[config.mk]
export PLATFORM = sky130hd
export DESIGN_NAME = dtq_cell
export DESIGN_NICKNAME = d
export VERILOG_FILES = /design/src/dtq_pkg.sv /design/src/dtq_cell.sv
export SDC_FILE = /design/constraint.sdc
export NUM_CORES = 1
export LEC_CHECK = 0
export ABC_CLOCK_PERIOD_IN_PS = 3530
export BUFFER_PORTS_ARGS = -buffer_cell sky130_fd_sc_hd__buf_4
export CAP_MARGIN = 15
export CORE_AREA = 4 4 151 153
export DETAILED_ROUTE_END_ITERATION = 16
export DIE_AREA = 0 0 155 157
export GPL_TIMING_DRIVEN = 0
export PLACE_DENSITY_LB_ADDON = 0.05
export SYNTH_ARGS = -nofsm -noshare
export SYNTH_HDL_FRONTEND = slang
export SYNTH_SLANG_ARGS = --single-unit
[constraint.sdc]
create_clock -name clk -period 3.53 [get_ports clk]
set_input_delay 0.8825 -clock clk [delete_from_list [all_inputs] [get_ports clk]]
set_output_delay 0.8825 -clock clk [all_outputs]
set_load 0.05 [all_outputs]
[src/dtq_pkg.sv]
// Package for the deadline timer queue: sizes, field types and register codes.
// Used by dtq_cell.sv and deadline_timer_queue_core.sv.
package dtq_pkg;
	localparam int Slots = 16;
	localparam int SlotW = $clog2(Slots);
	localparam int MaxResults = 17;
	localparam int ResCntW = $clog2(MaxResults + 1);
	localparam logic [3:0] MarginReset = 4'd2;
	localparam logic [0:0] RegMargin = 1'b0;
	localparam logic ModeStart = 1'b0;
	localparam logic ModeTick = 1'b1;
	localparam logic KindAck = 1'b0;
	localparam logic KindExpire = 1'b1;

	// contents of one timer cell
	typedef struct packed {
		logic        busy;
		logic [63:0] deadline;
		logic [15:0] tag;
		logic [SlotW-1:0] order;
	} cell_t;

	// candidate travelling along the compare chain
	typedef struct packed {
		logic        found;
		logic [63:0] deadline;
		logic [SlotW-1:0] order;
		logic [SlotW-1:0] idx;
	} cand_t;
endpackage

[src/dtq_cell.sv]
// One timer cell: holds one timer, joins the registered compare chain.
// Depends on dtq_pkg.
module dtq_cell (
	input  logic                     clk,
	input  logic                     arst_n,
	input  logic [dtq_pkg::SlotW-1:0] idx,
	input  logic                     write_en,
	input  dtq_pkg::cell_t           write_data,
	input  logic                     clear_en,
	input  logic                     close_en,
	input  logic [dtq_pkg::SlotW-1:0] close_order,
	input  logic [63:0]              limit,
	input  dtq_pkg::cand_t           cand_in,
	output dtq_pkg::cand_t           cand_q,
	output dtq_pkg::cell_t           cell_q
);
	logic due;
	logic better;
	logic                     busy_q;
	logic [63:0]              deadline_q;
	logic [15:0]              tag_q;
	logic [dtq_pkg::SlotW-1:0] order_q;

	// timer storage; busy is control, the rest payload
	always_ff @(posedge clk or negedge arst_n) begin
		if (!arst_n) begin
			busy_q <= 1'b0;
		end else if (write_en) begin
			busy_q <= write_data.busy;
		end else if (clear_en) begin
			busy_q <= 1'b0;
		end
	end

	always_ff @(posedge clk) begin
		if (write_en) begin
			deadline_q <= write_data.deadline;
			tag_q      <= write_data.tag;
			order_q    <= write_data.order;
		end else if (close_en && busy_q && order_q > close_order) begin
			order_q <= order_q - 1'b1;
		end
	end

	assign cell_q = '{busy: busy_q, deadline: deadline_q, tag: tag_q, order: order_q};

	// compare this cell against the candidate handed in by the neighbor
	assign due = busy_q && (deadline_q <= limit);
	assign better = due && (!cand_in.found || deadline_q < cand_in.deadline ||
		(deadline_q == cand_in.deadline && order_q < cand_in.order));

	always_ff @(posedge clk or negedge arst_n) begin
		if (!arst_n) begin
			cand_q <= '0;
		end else if (better) begin
			cand_q <= '{found: 1'b1, deadline: deadline_q, order: order_q, idx: idx};
		end else begin
			cand_q <= cand_in;
		end
	end
endmodule
==> impl_results.md <==
- Maximum clock rate: 297 MHz
- Yosys top cell area share: 28.0%
- Core Footprint: 21600 sq um
- Crit. End Element: flop
- CP delay by family, top: compound AO/OA/AOI/OAI gates
- I/O pins: 393
- Antenna Nets Post-Route: 0
- Vias in the first global route: 7260
- Cell Count, Final, Fillers Out: 1452
- Worst Path Class, Setup: in -> reg
- WL final: 26.4 mm
- Worst hold slack: 0.582 ns
- Status: complete, no violations
- Cells after Synth: 746
- Crit-path max FO: 10
- Area growth syn-to-layout: 43.3%
- Cell variety after synth: 47
- Yosys top cell by area: edfxtp_1
- Overall power: 5.80 mW
- Hold Crit Class: reg -> reg
- CP bufs+invs: 4
- R2r startpoint: deadline_q[55]
- Post-synth EDFFs: 84
- Final hold vios: 0
- Filler cells: 1903
- CTS tree: built
- # diodes: 0
- Hold path start: deadline_q[6]
- Max IR drop VDD: 0.000264 V
- Number of buffers created by CTS: 17
- Main combinational cell family by area after synthesis: adder cells
- Dpl cells: 1418
- LEAKAGE: 6.56 nW
- Async S/R FF share, synth: 46.8%
- End point of the worst hold path: cand_q[14]
- Clk_skew: 0.0157 ns
- Final setup fails: 0
- Routability Congestion: 0.872
- Worst path cell trace: buf_4 > inv_1 > ha_1 > a21oi_1 > o21ai_0 > o2bb2ai_1 > or4_1 > a211oi_2 > o211ai_1 > a32oi_4 > buf_12 > buf_6 > mux2_4
- IO buf count: 392
- Most frequent cell after synthesis: inv_1
- Hold path cells: 1
- Initial antenna violation count: 0
- Slew HR: 24.8%
- Netlist Area Pre-Place: 9020 sq um
- Post-synthesis xor/xnor area fraction: 0.194%
- Arrival @ worst endpoint: 3.68 ns
- Dominant synthesized flop cell: edfxtp_1
- CTS Sinks: 158
- Reg2reg end: cand_q[62]
- Iter 0 DRT Violations: 260
- GRT Util Overall: 21.2%
- DIE WIDTH: 155 um
- Die area: 24300 sq um
- RSZ-0062 raised after global routing: false
- CTS Hold Bufs: 0
- Max Slew Vio Count: 0
- Avg Cell Area, Syn: 12.1 sq um
- H-tree depth: 4
- Synthesized flop and latch total: 158
- Flop-to-flop setup slack: 0.24 ns
- DRC: 0
- First-pass GRT wire length: 39.4 mm
- Final net count: 1530
- Mapped Nets: 1117
- Simple-Gate Fraction of Synth Area: 6.71%
- Starting Density: 41.8%
- Wire length per cell: 18.2 um
- Via Count: 7007
- Pin count of the biggest net entering global routing: 82
- Layout cell share with drive strength beyond 1: 42.8%
- Vias per cell: 4.83
- Adder-cell share of the synthesized area: 18.9%
- Top cells by count, synth: 137 x inv_1, 136 x ha_1, 84 x edfxtp_1
- Mux contribution to synthesized area: 11.6%
- Crit path time final: 3.37 ns
- Synthesis Warnings: 0
- Worst path required time: 3.84 ns
- Startpoint Class: input pin
- Setup WS pre-CTS: -0.624 ns
- R2r worst-path depth: 10
- Slowest library cell on the worst path: or4_1
- Slew @ Worst Pin: 1.13 ns
- Detailed Place HPWL: 21.5 mm
- Peak per-stage delay on the critical path: 0.56 ns
- Clk root buf: clkbuf_16
- Sequential area share after synthesis: 48.5%
- Final worst slack: 0.159 ns
- Clock slew seen by the registers of the worst setup and hold paths: 0.07 ns
- Die height: 157 um
- Synth Area in Compound Gates: 7.46%
- Row cnt: 54
- Clock Latency Late Sink: 0.43 ns
- Reg area: 4370 sq um
- Gr ovfl total: 0
- PwrDens: 449 nW/um^2
- Synth top area cells: edfxtp_1 28%, dfrtp_1 21%, ha_1 19%
- Number of detailed-route iterations in the first pass: 4
- Max cap viols: 0
- Clock Path Buffers: 2
- Final Cycle Share: 95.5%
- Multi-input logic area: 4040 sq um
## through the flow
stage	instance area (sq um)	TNS (ns)	utilization [%]
floorplan	9020	0	-
global placement	12300	-41.23	57.1
detailed placement	12300	-42.86	57.1
CTS	12900	0	60.0
global route	12900	0	60.0
finish	12900	0	60.0
## state kept, by name, summed over array words and instances (netlist names)
register,cells
cand_q,73
deadline_q,64
tag_q,16
order_q,4
busy_q,1
## cells in the final DEF, fill, tap and decap left out, drive strengths merged, types with 2 or more instances in the layout
cell type,count
a211oi,2
and4,2
or3,2
dfrtp,74
inv,146
nor3,4
clkbuf,18
nand2b,3
a21oi,58
clkinv,5
nor2,12
a21boi,3
o211ai,2
o21a,2
edfxtp,84
a22oi,2
a21o,6
nand3,11
a221oi,4
ha,136
buf,402
a31oi,2
nor2b,4
o21ai,27
o21bai,2
mux2,72
nand2,42
nor4,8
nand4,23
## worst max path at each step
| stage | slack, ns | depth (start not counted) | startpoint | to |
|---|---|---|---|---|
| 2_1_floorplan | 0.11 | 11 | cand_in[19] | cand_q[10] |
| 3_3_place_gp | -0.59 | 12 | cand_in[15] | cand_q[62] |
| 3_5_place_dp | -0.62 | 12 | cand_in[15] | cand_q[62] |
| 4_1_cts | 0.11 | 13 | cand_in[15] | cand_q[62] |
| 5_1_grt | 0.03 | 12 | limit[55] | cand_q[62] |
| 6_report | 0.16 | 13 | cand_in[15] | cand_q[62] |
## what timing repair did
action,4_1_cts,5_1_grt
setup buffers,2,0
resized for setup,0,0
endpoints found under the setup margin,70,0
hold endpoints to repair,0,0
## power by group
group          switching, mW  total [mW]  internal, mW
combinational           1.04        1.73         0.691
clock                  0.873        1.82         0.951
sequential             0.119        2.24          2.12
total                   2.04        5.80          3.77
## cell type report
| class | instances | share of cell area (%) |
|---|---|---|
| Sequential cell | 158 | 33.8 |
| Multi-Input combinational cell | 442 | 31.3 |
| Timing Repair Buffer | 394 | 23.0 |
| Inverter | 137 | 3.98 |
| Clock buffer | 17 | 3.29 |
| Tap cell | 280 | 2.71 |
| Clock inverter | 15 | 1.26 |
| Buffer | 9 | 0.697 |
## metal layers
metal / track usage, % / vias up / part of all wire (%)
met4: 6.77 / 0 / 2.0
met5: 0 / - / 0
met3: 7.40 / 28 / 8.8
met2: 38.3 / 247 / 52
li1: - / 3475 / -
met1: 23.3 / 3257 / 37
## kinds of logic after synthesis
logic type,after synthesis
AO/OA/AOI/OAI,114
XOR/XNOR,2
adder cells (fa/ha/maj),136
buffers and inverters,146
flip-flops,158
multiplexers,73
AND/OR/NAND/NOR,117
No activity file was read; power rests on OpenSTA's default activity.
